===== config.mk =====
export PLATFORM = sky130hd
export DESIGN_NAME = ipd_frame_deframer
export DESIGN_NICKNAME = d
export VERILOG_FILES = /design/src/ipd_pkg.sv /design/src/ipd_frame_deframer.sv /design/src/ipd_parser.sv /design/src/ipd_rsp_reg.sv
export SDC_FILE = /design/constraint.sdc
export NUM_CORES = 1
export LEC_CHECK = 0
export BUFFER_PORTS_ARGS = -buffer_cell sky130_fd_sc_hd__buf_4
export CORE_ASPECT_RATIO = 1.5
export CORE_MARGIN = 5
export CORE_UTILIZATION = 35
export CTS_CLUSTER_DIAMETER = 30
export DETAILED_ROUTE_END_ITERATION = 8
export GPL_ROUTABILITY_DRIVEN = 0
export PLACE_DENSITY = 0.6
export RECOVER_POWER = 25
export SKIP_CTS_REPAIR_TIMING = 1
export SYNTH_ARGS = -nofsm -noshare
export SYNTH_HDL_FRONTEND = slang
export SYNTH_SLANG_ARGS = --single-unit

===== constraint.sdc =====
create_clock -name clock -period 4.75 [get_ports clock]
set_clock_uncertainty 0.15 [all_clocks]
set_input_delay 0.2375 -clock clock [delete_from_list [all_inputs] [get_ports clock]]
set_output_delay 0.2375 -clock clock [all_outputs]
set_load 0.01 [all_outputs]

===== src/ipd_pkg.sv =====
// Shared types and constants for the +IPD frame deframer.
`timescale 1ns / 1ps
`default_nettype none

package ipd_pkg;

   localparam int unsigned BUFFER_SIZE = 256;
   localparam int unsigned NumMethods  = 5;

   // message class codes
   localparam logic [1:0] MSG_OTHER  = 2'd0;
   localparam logic [1:0] MSG_NATIVE = 2'd1;
   localparam logic [1:0] MSG_HTTP   = 2'd2;

   localparam logic [7:0] CH_PLUS  = "+";
   localparam logic [7:0] CH_I     = "I";
   localparam logic [7:0] CH_P     = "P";
   localparam logic [7:0] CH_D     = "D";
   localparam logic [7:0] CH_COMMA = ",";
   localparam logic [7:0] CH_COLON = ":";
   localparam logic [7:0] CH_ZERO  = "0";
   localparam logic [7:0] CH_LT    = "<";

   // method patterns, space included: PUT, POST, PATCH, GET, DELETE
   localparam logic [0:4][0:7][7:0] MethodText = '{
      '{"P", "U", "T", " ", 8'h00, 8'h00, 8'h00, 8'h00},
      '{"P", "O", "S", "T", " ", 8'h00, 8'h00, 8'h00},
      '{"P", "A", "T", "C", "H", " ", 8'h00, 8'h00},
      '{"G", "E", "T", " ", 8'h00, 8'h00, 8'h00, 8'h00},
      '{"D", "E", "L", "E", "T", "E", " ", 8'h00}
   };
   localparam logic [0:4][2:0] MethodLen = '{3'd4, 3'd5, 3'd6, 3'd4, 3'd7};

   typedef struct packed {
      logic [7:0]  data_byte;
      logic [7:0]  conn_id;
      logic [15:0] byte_index;
      logic        beyond_buffer;
      logic        last;
      logic [1:0]  msg_class;
   } rsp_type;

endpackage

`default_nettype wire


===== src/ipd_frame_deframer.sv =====
// Top level of the +IPD frame deframer.
// A payload item accepted on the request side passes the input register, then the
// result register, before it shows on rsp_valid. Header and filler bytes are consumed too.
// Throughput: one item per cycle unless rsp_ready stalls the result register.
// Synchronous active-high reset clears the parse state, the pipeline valids
// and the enable register (bytes ignored until enable is written to 1).
`timescale 1ns / 1ps
`default_nettype none

module ipd_frame_deframer #(
   parameter int unsigned BUFFER_SIZE = ipd_pkg::BUFFER_SIZE
) (
   input  wire logic        clock,
   input  wire logic        reset,
   input  wire logic        csr_wr_en,
   input  wire logic        csr_wr_data,
   input  wire logic        req_valid,
   output logic             req_ready,
   input  wire logic [7:0]  req_rx_byte,
   output logic             rsp_valid,
   input  wire logic        rsp_ready,
   output logic [7:0]       rsp_data_byte,
   output logic [7:0]       rsp_conn_id,
   output logic [15:0]      rsp_byte_index,
   output logic             rsp_beyond_buffer,
   output logic             rsp_last,
   output logic [1:0]       rsp_msg_class
);

   logic             res_valid;
   logic             res_ready;
   ipd_pkg::rsp_type res;
   ipd_pkg::rsp_type rsp;

   ipd_parser #(
      .BUFFER_SIZE (BUFFER_SIZE)
   ) u_parser (
      .clock       (clock),
      .reset       (reset),
      .csr_wr_en   (csr_wr_en),
      .csr_wr_data (csr_wr_data),
      .req_valid   (req_valid),
      .req_ready   (req_ready),
      .req_rx_byte (req_rx_byte),
      .res_valid   (res_valid),
      .res_ready   (res_ready),
      .res         (res)
   );

   ipd_rsp_reg u_rsp_reg (
      .clock     (clock),
      .reset     (reset),
      .res_valid (res_valid),
      .res_ready (res_ready),
      .res       (res),
      .rsp_valid (rsp_valid),
      .rsp_ready (rsp_ready),
      .rsp       (rsp)
   );

   assign rsp_data_byte     = rsp.data_byte;
   assign rsp_conn_id       = rsp.conn_id;
   assign rsp_byte_index    = rsp.byte_index;
   assign rsp_beyond_buffer = rsp.beyond_buffer;
   assign rsp_last          = rsp.last;
   assign rsp_msg_class     = rsp.msg_class;

endmodule

`default_nettype wire


===== src/ipd_parser.sv =====
// Input register, header state machine and payload classification.
`timescale 1ns / 1ps
`default_nettype none

module ipd_parser #(
   parameter int unsigned BUFFER_SIZE = ipd_pkg::BUFFER_SIZE
) (
   input  wire logic             clock,
   input  wire logic             reset,
   input  wire logic             csr_wr_en,
   input  wire logic             csr_wr_data,
   input  wire logic             req_valid,
   output logic                  req_ready,
   input  wire logic [7:0]       req_rx_byte,
   output logic                  res_valid,
   input  wire logic             res_ready,
   output ipd_pkg::rsp_type      res
);

   typedef enum logic [7:0] {
      PH_SEEK  = 8'b0000_0001,
      PH_I     = 8'b0000_0010,
      PH_P     = 8'b0000_0100,
      PH_D     = 8'b0000_1000,
      PH_COMMA = 8'b0001_0000,
      PH_ID    = 8'b0010_0000,
      PH_LEN   = 8'b0100_0000,
      PH_DATA  = 8'b1000_0000
   } phase_type;

   localparam logic [15:0] BufLimit = 16'(BUFFER_SIZE);

   logic        enable_ff;
   logic        in_valid_ff, in_valid_in;
   logic [7:0]  in_byte_ff;
   phase_type   phase_ff, phase_in;
   logic [7:0]  conn_id_ff, conn_id_in;
   logic [15:0] remaining_ff, remaining_in;
   logic [15:0] position_ff, position_in;
   logic [7:0]  first_char_ff, first_char_in;
   logic [4:0]  match_ff, match_in;

   logic        step;
   logic        update;
   logic [7:0]  ch;
   logic [7:0]  digit;
   logic        first;
   logic [4:0]  match_cur;
   logic [15:0] rem_dec;
   logic        last;
   logic        http;
   logic [7:0]  fc;
   logic [1:0]  cls;

   assign ch    = in_byte_ff;
   assign digit = ch - ipd_pkg::CH_ZERO;

   assign res_valid = in_valid_ff && enable_ff && (phase_ff == PH_DATA);
   assign step      = in_valid_ff && (!res_valid || res_ready);
   assign update    = step && enable_ff;
   assign req_ready = !in_valid_ff || step;

   always_comb begin
      in_valid_in = in_valid_ff;
      if (req_ready) begin
         in_valid_in = req_valid;
      end
   end

   // payload byte bookkeeping
   always_comb begin
      first     = (position_ff == 16'd0);
      match_cur = first ? 5'b11111 : match_ff;
      for (int m = 0; m < ipd_pkg::NumMethods; m++) begin
         if (position_ff < {13'd0, ipd_pkg::MethodLen[m]} &&
             ipd_pkg::MethodText[m][position_ff[2:0]] != ch) begin
            match_cur[m] = 1'b0;
         end
      end
      http = 1'b0;
      for (int m = 0; m < ipd_pkg::NumMethods; m++) begin
         // pattern counts only once all its bytes have arrived
         if (match_cur[m] &&
             ({14'd0, ipd_pkg::MethodLen[m]} <= ({1'b0, position_ff} + 17'd1))) begin
            http = 1'b1;
         end
      end
      rem_dec = remaining_ff - 16'd1;
      last    = (rem_dec == 16'd0);
      fc      = first ? ch : first_char_ff;
      cls     = ipd_pkg::MSG_OTHER;
      if (last) begin
         if (http) begin
            cls = ipd_pkg::MSG_HTTP;
         end else if (fc == ipd_pkg::CH_LT) begin
            cls = ipd_pkg::MSG_NATIVE;
         end
      end
   end

   always_comb begin
      res.data_byte     = ch;
      res.conn_id       = conn_id_ff;
      res.byte_index    = position_ff;
      res.beyond_buffer = (position_ff >= BufLimit);
      res.last          = last;
      res.msg_class     = cls;
   end

   always_comb begin
      phase_in      = phase_ff;
      conn_id_in    = conn_id_ff;
      remaining_in  = remaining_ff;
      position_in   = position_ff;
      first_char_in = first_char_ff;
      match_in      = match_ff;
      case (phase_ff)
         PH_SEEK: begin
            conn_id_in   = 8'd0;
            remaining_in = 16'd0;
            if (ch == ipd_pkg::CH_PLUS) begin
               phase_in = PH_I;
            end
         end
         PH_I:     phase_in = (ch == ipd_pkg::CH_I) ? PH_P : PH_SEEK;
         PH_P:     phase_in = (ch == ipd_pkg::CH_P) ? PH_D : PH_SEEK;
         PH_D:     phase_in = (ch == ipd_pkg::CH_D) ? PH_COMMA : PH_SEEK;
         PH_COMMA: phase_in = (ch == ipd_pkg::CH_COMMA) ? PH_ID : PH_SEEK;
         PH_ID: begin
            if (ch == ipd_pkg::CH_COMMA) begin
               phase_in = PH_LEN;
            end else begin
               conn_id_in = {conn_id_ff[4:0], 3'b000} + {conn_id_ff[6:0], 1'b0} + digit;
            end
         end
         PH_LEN: begin
            if (ch == ipd_pkg::CH_COLON) begin
               position_in = 16'd0;
               phase_in    = (remaining_ff == 16'd0) ? PH_SEEK : PH_DATA;
            end else begin
               remaining_in = {remaining_ff[12:0], 3'b000} + {remaining_ff[14:0], 1'b0}
                            + {8'd0, digit};
            end
         end
         PH_DATA: begin
            first_char_in = fc;
            match_in      = match_cur;
            remaining_in  = rem_dec;
            position_in   = position_ff + 16'd1;
            if (last) begin
               phase_in = PH_SEEK;
            end
         end
         default: phase_in = PH_SEEK;
      endcase
   end

   always_ff @(posedge clock) begin
      if (reset) begin
         enable_ff     <= 1'b0;
         in_valid_ff   <= 1'b0;
         phase_ff      <= PH_SEEK;
         conn_id_ff    <= 8'd0;
         remaining_ff  <= 16'd0;
         position_ff   <= 16'd0;
         first_char_ff <= 8'd0;
         match_ff      <= 5'd0;
      end else begin
         in_valid_ff <= in_valid_in;
         if (csr_wr_en) begin
            enable_ff <= csr_wr_data;
         end
         if (update) begin
            phase_ff      <= phase_in;
            conn_id_ff    <= conn_id_in;
            remaining_ff  <= remaining_in;
            position_ff   <= position_in;
            first_char_ff <= first_char_in;
            match_ff      <= match_in;
         end
      end
   end

   always_ff @(posedge clock) begin
      if (req_valid && req_ready) begin
         in_byte_ff <= req_rx_byte;
      end
   end

endmodule

`default_nettype wire


===== src/ipd_rsp_reg.sv =====
// Result register between the parser and the response channel.
`timescale 1ns / 1ps
`default_nettype none

module ipd_rsp_reg (
   input  wire logic              clock,
   input  wire logic              reset,
   input  wire logic              res_valid,
   output logic                   res_ready,
   input  wire ipd_pkg::rsp_type  res,
   output logic                   rsp_valid,
   input  wire logic              rsp_ready,
   output ipd_pkg::rsp_type       rsp
);

   logic             valid_ff;
   ipd_pkg::rsp_type data_ff;

   assign res_ready = !valid_ff || rsp_ready;
   assign rsp_valid = valid_ff;
   assign rsp       = data_ff;

   always_ff @(posedge clock) begin
      if (reset) begin
         valid_ff <= 1'b0;
      end else if (res_ready) begin
         valid_ff <= res_valid;
      end
   end

   always_ff @(posedge clock) begin
      if (res_valid && res_ready) begin
         data_ff <= res;
      end
   end

endmodule

`default_nettype wire

# After elaboration in Yosys (flattened, before gate mapping)
# Memories as Yosys holds them, arrays and structs flattened.
# Index checks and enable logic that the tools add are counted.
# classes
n_mux	40
n_bitwise	2
order_cmp	10
eq_ne	26
add_sub_neg	8
reduce_logical	34
# op_table
operator	n
$mux W8	17
$le A3 B17 Y1 const A	4
$lt A16 B3 Y1 const B	4
$pmux W8 S8	1
$logic_not A16 Y1	3
$pmux W16 S3	1
$eq A8 B6 Y1 const B	5
$ne A8 B8 Y1	5
$eq A8 B7 Y1 const B	4
$mux W16	2
$pmux W16 S2	1
$add A16 B1 Y17 const B	1
$add A16 B1 Y16 const B	1
$add A16 B16 Y16	1
$add A16 B8 Y16	1
$add A8 B8 Y8	2
$ge A16 B9 Y1 const B	1
$logic_and A1 B1 Y1	16
$pmux W8 S2	1
$sub A16 B1 Y16 const B	1
$mux W1	11
$mux W5	2
$reduce_and A3 Y1	3
$eq A8 B1 Y1 const B	1
22 further kinds	31
# totals
reg_bits	108
mem_bits_ro	320
inputBits	14
out_inout_bits	38
wordCells	142
mem_count	5
# mem_list
memory	depth	width	rd	rd_clocked_by_memory_dff	write_ports	line	text
(name not given)	8	8	1	0	0	ipd_parser.sv:76	ipd_pkg::MethodText[m][position_ff[2:0]] != ch) begin
(name not given)	8	8	1	0	0	ipd_parser.sv:76	
(name not given)	8	8	1	0	0	ipd_parser.sv:76	
(name not given)	8	8	1	0	0	ipd_parser.sv:76	
(name not given)	8	8	1	0	0	ipd_parser.sv:76	

# Logic depth before layout (Yosys ltp)
# Gate-level depths: netlist (run 1).
# depth
ltp_word	14
depth_mapped	14
depth_no_buf	13

# Cells and area by module
# Synthesis (run 1) repeated with hierarchy kept, for this count alone.
# hier_totals
cells_unflattened	814
area_unflattened_um2	7211.9
# modules_own_cells
module	area_each_um2	seq_area_each_um2	n_inst	cells_each
ipd_parser	6075.8	1501.4	1	773
ipd_rsp_reg	1136.1	1101.1	1	41

# Worst setup path after synthesis (run 1)
# Ideal clock, no wire load.
# synth_path
path_kind	register -> register
startpoint	reg u_parser.in_byte_ff[4] (netlist: u_parser.ch[4])
endpoint	reg u_parser.remaining_ff[15]
period_less_slack_ns	3.456
slack_ns	1.294
n_path_buf	1
t_arrival_ns	3.236
path_stages_with_launch	15
setup_time_ns	0.070
required_time_ns	4.530
cell_sequence	edfxtp_1 > clkbuf_1 > inv_1 > ha_1 > inv_1 > fa_1 > inv_1 > ha_1 > nand3_1 > o211ai_1 > o21ai_0 > o2111ai_1 > xnor2_1 > nand3_1 > a21oi_1
# synth_via
elab_chain_cells	4
word_cells_on_any_way	7
classes_between	2 x add/sub; 2 x eq/ne; 2 x mux; 1 x reduce/logical
# synth_lines
element	line	text
from (decl)	ipd_parser.sv:35	logic [7:0] in_byte_ff;
from (signal assigned)	ipd_parser.sv:186	in_byte_ff <= req_rx_byte;
$sub A8 B6 Y8	ipd_parser.sv:56	assign digit = ch - ipd_pkg::CH_ZERO;
$add A16 B8 Y16	ipd_parser.sv:142	+ {8'd0, digit};
$mux W16	ipd_parser.sv:137	if (ch == ipd_pkg::CH_COLON) begin
$pmux W16 S3	ipd_parser.sv:117	case (phase_ff)
to (signal assigned)	ipd_parser.sv:176	remaining_ff <= remaining_in;
to (decl)	ipd_parser.sv:38	logic [15:0] remaining_ff, remaining_in;
# Parallel ways exist; a longest one is shown, timed or not. The select of a mux whose other input is x is not followed.
# A chain may end at the register's enable or synchronous reset.

==> results of run 1 <==
how the worst min path moves through the flow:
stage | endpoint | cells past startpoint | slack [ns] | startpoint
floorplan | u_parser.ch[0] | 0 | 0.19 | req_rx_byte[0]
global placement | u_parser.ch[3] | 1 | 0.27 | req_rx_byte[3]
detailed placement | u_parser.ch[0] | 1 | 0.27 | req_rx_byte[0]
CTS | u_parser.ch[3] | 1 | -0.11 | req_rx_byte[3]
global route | u_parser.enable_ff | 3 | 0.004 | csr_wr_data
finish | u_parser.enable_ff | 3 | -0.04 | csr_wr_data
flip-flops by register name, indices dropped and copies added (netlist names), 5 cells and up:
| name | flops |
|---|---|
| u_parser.ch | 8 |
| u_parser.conn_id_ff | 8 |
| u_parser.first_char_ff | 8 |
| u_parser.match_ff | 5 |
| u_parser.phase_ff | 8 |
| u_parser.position_ff | 16 |
| u_parser.remaining_ff | 16 |
| u_rsp_reg.rsp | 36 |
cell type report:
class,count,area [um2],area share [%]
inverters,55,206,2.50
clock inverters,7,56.3,0.682
multi-input cells,620,4340,52.5
well taps,268,335,4.06
flip-flops and latches,108,2600,31.5
clock buffers,9,225,2.73
repair buffers,71,495,6.00
metrics by stage:
stage | hold WS [ns] | cells | util [%] | cell area (um2)
3_5_place_dp | 0.267 | 1113 | 37.9 | 7950
3_3_place_gp | 0.266 | 1113 | 37.9 | 7950
5_1_grt | 0.00390 | 1138 | 39.4 | 8260
4_1_cts | -0.110 | 1129 | 39.2 | 8230
6_report | -0.0425 | 1138 | 39.4 | 8260
2_1_floorplan | 0.186 | 839 | - | 7410
layer usage:
metal,GRT usage (%),vias to the layer above,routed length [um]
li1,-,3150,-
met1,18.7,3141,7900
met2,32.4,153,11400
met3,2.18,41,706
met4,7.76,0,677
met5,0,-,0
power breakdown:
part	switching (mW)	internal, mW	leakage, nW
Combinational	0.109	0.0691	2.00
Clock	0.380	0.364	0.132
Sequential	0.0184	0.968	0.885
Total	0.508	1.40	3.02
placed cells by master, fill, tap and decap left out, types with 6 or more instances in the layout:
master and instances:
nand3_1 30, o21a_1 6, nand2_1 45, nor2_1 75, nor4_1 15, o21ai_0 54, a22oi_1 15, dlygate4sd3_1 9
clkbuf_4 7, inv_1 54, a21oi_1 59, a31oi_1 11, a21o_1 10, nor2b_1 14, fa_1 11, nand3b_1 7
xnor2_1 24, ha_1 44, buf_4 39, or3_1 9, clkbuf_16 9, nor3_1 21, clkbuf_1 16, edfxtp_1 44
xor2_1 11, nand4b_1 6, a211oi_1 19, nand4_1 14, or4_1 6, and3_1 7, dfxtp_1 64
worst max-delay path, stage by stage:
cell	delay [ns]
clkbuf_1	1.95
inv_1	1.12
and4_1	0.52
a32o_1	0.20
kinds of logic after synthesis:
logic type,Yosys count
and+or+nand+nor,291
buffers and inverters,111
muxes,4
xor gates and xnor gates,35
DFF,108
AOI/OAI and AO/OA,235
adders and majority gates,55
==> results.cfg, run 1 <==
[cts]
htreeDepth = 3
cts_tree = done
cts_root_buf = clkbuf_16
clkTransAtPathRegs_ns = 0.08
clk_latency_ns = 0.36
clk_path_buf_depth = 2
numCtsBuffers = 9
cts.sinks = 108

[yosys]
yosysUniqueCellTypes = 86
yosys.area_share.simple_pct = 22.2
synth_top_cell_by_area = edfxtp_1
synthFlopType = dfxtp_1
async_flop_share_pct = 0
synth_xor_area_share_pct = 4.14
synth_adder_area_share_pct = 10.4
yosysMostFrequentCell = nor2_1
syn_inst = 839
seq_area_frac_synth_pct = 35.1
synth_edf_count = 44
synth_top_area_share_pct = 17.8
yosys-top-cells-count = nor2_1, dfxtp_1, a21oi_1
syn_area_per_cell_um2 = 8.83
ys_ff_latch = 108
syn-cell-area_um2 = 7410
yosysWarnings = 0
synth_compound_area_share_pct = 21.3
syn-num-nets = 908
ys_top_cells_by_area = edfxtp_1, dfxtp_1, ha_1
synth_top_family_by_area = simple AND/OR/NAND/NOR gates
synth_mux_area_share_pct = 0.557

[sta]
min_period_ns = 3.95
worst_slew_pin_slew_ns = 2.81
fin_crit_sh_pct = 83.1
rsz0062_at_grt = false
timing.hold.ws_ns = -0.0425
slew_violations = 57
hold_viol_final = 1
fin_ws_ns = 0.805
finalSetupViolations = 0
relSlewSlack_pct = -87.5
tns_ns = 0
fmax_mhz = 253

[power]
peakVddDrop_v = 0.000185
leakage_nw = 3.02
powerDensity_nw_per_um2 = 231
total_power_mw = 1.91

[setup_path]
crit_type = primary input to register
critical_path.startpoint_type = primary input
startpoint = reset
timing.rr.end = u_parser.remaining_ff[15]
crit_fanout = 56
critical_path_arrival_ns = 4.05
crit_end = u_parser.phase_ff[5]
regToRegSetupSlack_ns = 0.81
worstPathRequired_ns = 4.85
worstSetupEndpointType = register
r2r_start = u_parser.ch[4]
ff2ff_path_depth = 13

[layout]
drive_gt1_share_pct = 10.5
layout.nets = 934
syn2layout_area_growth_pct = 11.5
fillers = 2151
diodes = 0

[route]
dr.pass1.iters = 4
via_per_inst = 5.70
num_vias = 6485
detail-route-antenna-nets = 0
wl_per_cell_um = 18.2
drc = 0
first_iter_violations = 408
wl_um = 20700

[global_routing]
overflow = 0
grt_pass1_wl_um = 33500
grt_start_max_net_pins = 57
grt_pass1_vias = 6357
antenna_found_initial = 0
grt_usage_pct = 17.2

[job]
maxCapViolCount = 1

[placement]
io_buffer_count = 51
hpwl_um = 15300
pre_cts_ws_ns = 0.897

[min_path]
hold_path_class = primary input to register

[die]
rows = 65
core_um2 = 21000
start_util_pct = 35.3
dieWidth_um = 129
dieArea_um2 = 24200
num_io_pins = 52
die_h_um = 188

[run_status]
status = finished with violations
violations = hold timing, capacitance limit, slew limit
(Power assumes the default switching activity.)
==> inputs of run 2 (changes only) <==
Clock period 4.75 ns to 3.7 ns, I/O delays scaled along.
==> results.cfg, run 2 (synthesis gave the netlist of run 1 again) <==
[job]
maxCapViolCount = 0

[route]
detail-route-antenna-nets = 0
via_per_inst = 5.73
drc = 0
wl_per_cell_um = 18.3
wl_um = 21200
first_iter_violations = 457
dr.pass1.iters = 5
num_vias = 6649

[die]
core_um2 = 21000
start_util_pct = 35.3
num_io_pins = 52
dieWidth_um = 129
die_h_um = 188
dieArea_um2 = 24200
rows = 65

[global_routing]
grt_pass1_wl_um = 33800
grt_pass1_vias = 6532
grt_start_max_net_pins = 56
grt_usage_pct = 17.4
antenna_found_initial = 0
overflow = 0

[placement]
io_buffer_count = 51
hpwl_um = 15800

[setup_path]
crit_chain = ha_1 > xor2_1 > fa_1 > inv_1 > ha_1 > or3_1 > o21ai_1 > o2111ai_1 > xnor2_1 > nand3_1 > a21oi_1
crit_top_cell = ha_1
startpoint = u_parser.ch[4]
crit_type = register to register
r2r_start = u_parser.ch[4]
critical_path.startpoint_type = register
critical_path_arrival_ns = 3.50
regToRegSetupSlack_ns = 0.35
cpMaxStageDelayCell = fa_1
worstPathRequired_ns = 3.85
slowest_delay_ns = 0.55
crit_fanout = 5
worstSetupEndpointType = register

[layout]
diodes = 0
layout.nets = 956
syn2layout_area_growth_pct = 14.0
final_common_cell = nor2_1
largest_reg_flops = 36
final_cell_mix = nor2_1, dfxtp_1, a21oi_1, buf_4, inv_1
drive_gt1_share_pct = 12.1
fillers = 2176

[cts]
cts_root_buf = clkbuf_16
cts.sinks = 108
clkTransAtPathRegs_ns = 0.08
numCtsBuffers = 9
cts_tree = done
htreeDepth = 3
clk_path_buf_depth = 2
clk_latency_ns = 0.37

[power]
peakVddDrop_v = 0.000187
leakage_nw = 3.13
total_power_mw = 2.47
powerDensity_nw_per_um2 = 293

[sta]
min_period_ns = 3.35
rsz0062_at_grt = false
fin_crit_sh_pct = 90.7
fmax_mhz = 298
finalSetupViolations = 0
worst_slew_pin_slew_ns = 0.973
relSlewSlack_pct = 34.6
tns_ns = 0
slew_violations = 0
hold_viol_final = 0

[run_status]
status = complete, no violations

[min_path]
hold_start = reset
hold_path_class = primary input to register
## run 2: area by class of cell
class | count | area [um2] | share of cell area, %
inverter | 55 | 206 | 2.45
sequential | 108 | 2600 | 30.8
clock inverter | 6 | 55.1 | 0.652
multi-input combinational | 620 | 4340 | 51.4
tap | 268 | 335 | 3.97
timing repair buffer | 93 | 673 | 7.98
clock buffer | 10 | 229 | 2.71
## run 2: path summary, 6_finish.rpt
kind / to / depth (start not counted)
max: u_parser.remaining_ff[15] / 11
min reg2reg: u_parser.first_char_ff[2] / 2
max reg2reg: u_parser.remaining_ff[15] / 11
min: u_parser.remaining_ff[12] / 3
## run 2: power by group
part / switching (mW) / internal, mW / leakage (nW)
registers: 0.0162 / 1.24 / 0.890
logic: 0.150 / 0.0953 / 2.10
clock network: 0.497 / 0.473 / 0.134
## run 2: through the flow
step / utilization (%) / hold WS, ns / instance area, um2 / worst slack [ns] / instances
final: 40.2 / 0.241 / 8440 / 0.346 / 1160
after global routing: 40.2 / 0.298 / 8440 / 0.116 / 1160
after CTS: 40.0 / -0.165 / 8390 / 0.190 / 1148
after detailed placement: 38.6 / 0.216 / 8100 / 0.219 / 1132
after global placement: 38.6 / 0.215 / 8100 / 0.254 / 1132
after floorplan: - / 0.134 / 7410 / 0.244 / 839
## run 2: worst max-delay path: cells and delay by family (launching register included)
kind	cells	cell delay, ns
flip-flops	1	0.48
adder cells (fa/ha/maj)	3	1.06
XOR/XNOR	2	0.36
AO/OA/AOI/OAI	3	0.67
AND/OR/NAND/NOR	2	0.50
buffers and inverters	1	0.04
## run 2: metal layers
layer | vias up | routed length, um | track usage (%) | share of wire, %
met3 | 49 | 664 | 1.36 | 3.1
met4 | 0 | 829 | 9.22 | 3.9
met1 | 3239 | 8030 | 19.1 | 38
met5 | - | 0 | 0 | 0
li1 | 3185 | - | - | -
met2 | 176 | 11700 | 32.3 | 55
==> inputs of run 3 (changes only) <==
Settings changed: MAX_ROUTING_LAYER from default to met4.
==> results.cfg, run 3 (synthesis gave the netlist of run 1 again) <==
[run_status]
status = complete, no violations

[cts]
clk_latency_ns = 0.36
cts.sinks = 108
numCtsBuffers = 9
cts_tree = done
cts_root_buf = clkbuf_16
clk_path_buf_depth = 2
htreeDepth = 3
clkTransAtPathRegs_ns = 0.08

[setup_path]
regToRegSetupSlack_ns = 0.34
worstPathRequired_ns = 3.84
cpMaxStageDelayCell = fa_1
timing.rr.end = u_parser.remaining_ff[15]
crit_fanout = 5
crit_buf_inv = 1
ff2ff_path_depth = 11
r2r_start = u_parser.ch[4]
critical_path_arrival_ns = 3.51
startpoint = u_parser.ch[4]
crit_type = register to register
crit_end = u_parser.remaining_ff[15]
path_delay_family = adder cells
critical_path.startpoint_type = register
crit_chain = ha_1 > xor2_1 > fa_1 > inv_1 > ha_1 > or3_1 > o21ai_1 > o2111ai_1 > xnor2_1 > nand3_1 > a21oi_1
slowest_delay_ns = 0.55
crit_cells = 11
crit_top_cell = ha_1
worstSetupEndpointType = register

[route]
first_iter_violations = 413
num_vias = 6662
detail-route-antenna-nets = 0
wl_per_cell_um = 18.3
dr.pass1.iters = 7
via_per_inst = 5.74
drc = 0
wl_um = 21200

[layout]
diodes = 0
largest_reg_flops = 36
fillers = 2176
syn2layout_area_growth_pct = 14.0
drive_gt1_share_pct = 12.1
final_cell_mix = nor2_1, dfxtp_1, a21oi_1, buf_4, inv_1
layout.nets = 956
final_common_cell = nor2_1

[job]
maxCapViolCount = 0

[sta]
slew_violations = 0
finalSetupViolations = 0
worst_slew_pin_slew_ns = 0.991
timing.hold.ws_ns = 0.243
fmax_mhz = 297
min_period_ns = 3.36
fin_crit_sh_pct = 90.9
tns_ns = 0
fin_ws_ns = 0.336
rsz0062_at_grt = false
relSlewSlack_pct = 33.3
hold_viol_final = 0

[die]
dieWidth_um = 129
dieArea_um2 = 24200
start_util_pct = 35.3
rows = 65
die_h_um = 188
num_io_pins = 52
core_um2 = 21000

[global_routing]
grt_start_max_net_pins = 56
grt_usage_pct = 17.9
grt_pass1_wl_um = 33900
grt_pass1_vias = 6527
overflow = 0
antenna_found_initial = 0

[min_path]
min_path_cells = 3
hold_start = reset
hold_path_class = primary input to register

[power]
powerDensity_nw_per_um2 = 293
leakage_nw = 3.13
peakVddDrop_v = 0.000184
total_power_mw = 2.47

[placement]
pre_cts_ws_ns = 0.219
hpwl_um = 15800
io_buffer_count = 51
==> run 3: final cells by class <==
class                           instances  area, um2  area share [%]
Sequential cell                       108       2600            30.8
Tap cell                              268        335            3.97
Clock buffer                           10        229            2.71
Multi-Input combinational cell        620       4340            51.4
Clock inverter                          6       55.1           0.652
Timing Repair Buffer                   93        673            7.98
Inverter                               55        206            2.45
==> run 3: worst min-delay path by stage <==
stage / endpoint
after floorplan: u_parser.ch[0]
after global placement: u_parser.ch[3]
after detailed placement: u_parser.ch[3]
after CTS: u_parser.ch[3]
after global routing: u_parser.remaining_ff[12]
final: u_parser.remaining_ff[12]
==> run 3: worst min-delay path: cells and delay by family <==
kind | cells | cell delay [ns]
buf+inv | 2 | 0.32
compound gates | 1 | 0.20
==> run 3: metrics by stage <==
| step | std cells | instance area (um2) | utilization [%] |
|---|---|---|---|
| after floorplan | 839 | 7410 | - |
| after global placement | 1132 | 8100 | 38.6 |
| after detailed placement | 1132 | 8100 | 38.6 |
| after CTS | 1148 | 8390 | 40.0 |
| after global routing | 1160 | 8440 | 40.2 |
| final | 1160 | 8440 | 40.2 |
==> run 3: power by group <==
group | internal [mW] | switching [mW] | total, mW
sequential | 1.24 | 0.0162 | 1.26
combinational | 0.0953 | 0.150 | 0.245
clock | 0.473 | 0.497 | 0.970
total | 1.81 | 0.662 | 2.47
==> run 3: layer usage <==
layer	track usage, %	up-vias	part of all wire (%)
met5	-	-	0
met4	8.21	0	3.6
met3	1.96	51	4.2
met2	32.4	201	55
met1	19.1	3213	38
li1	-	3197	-
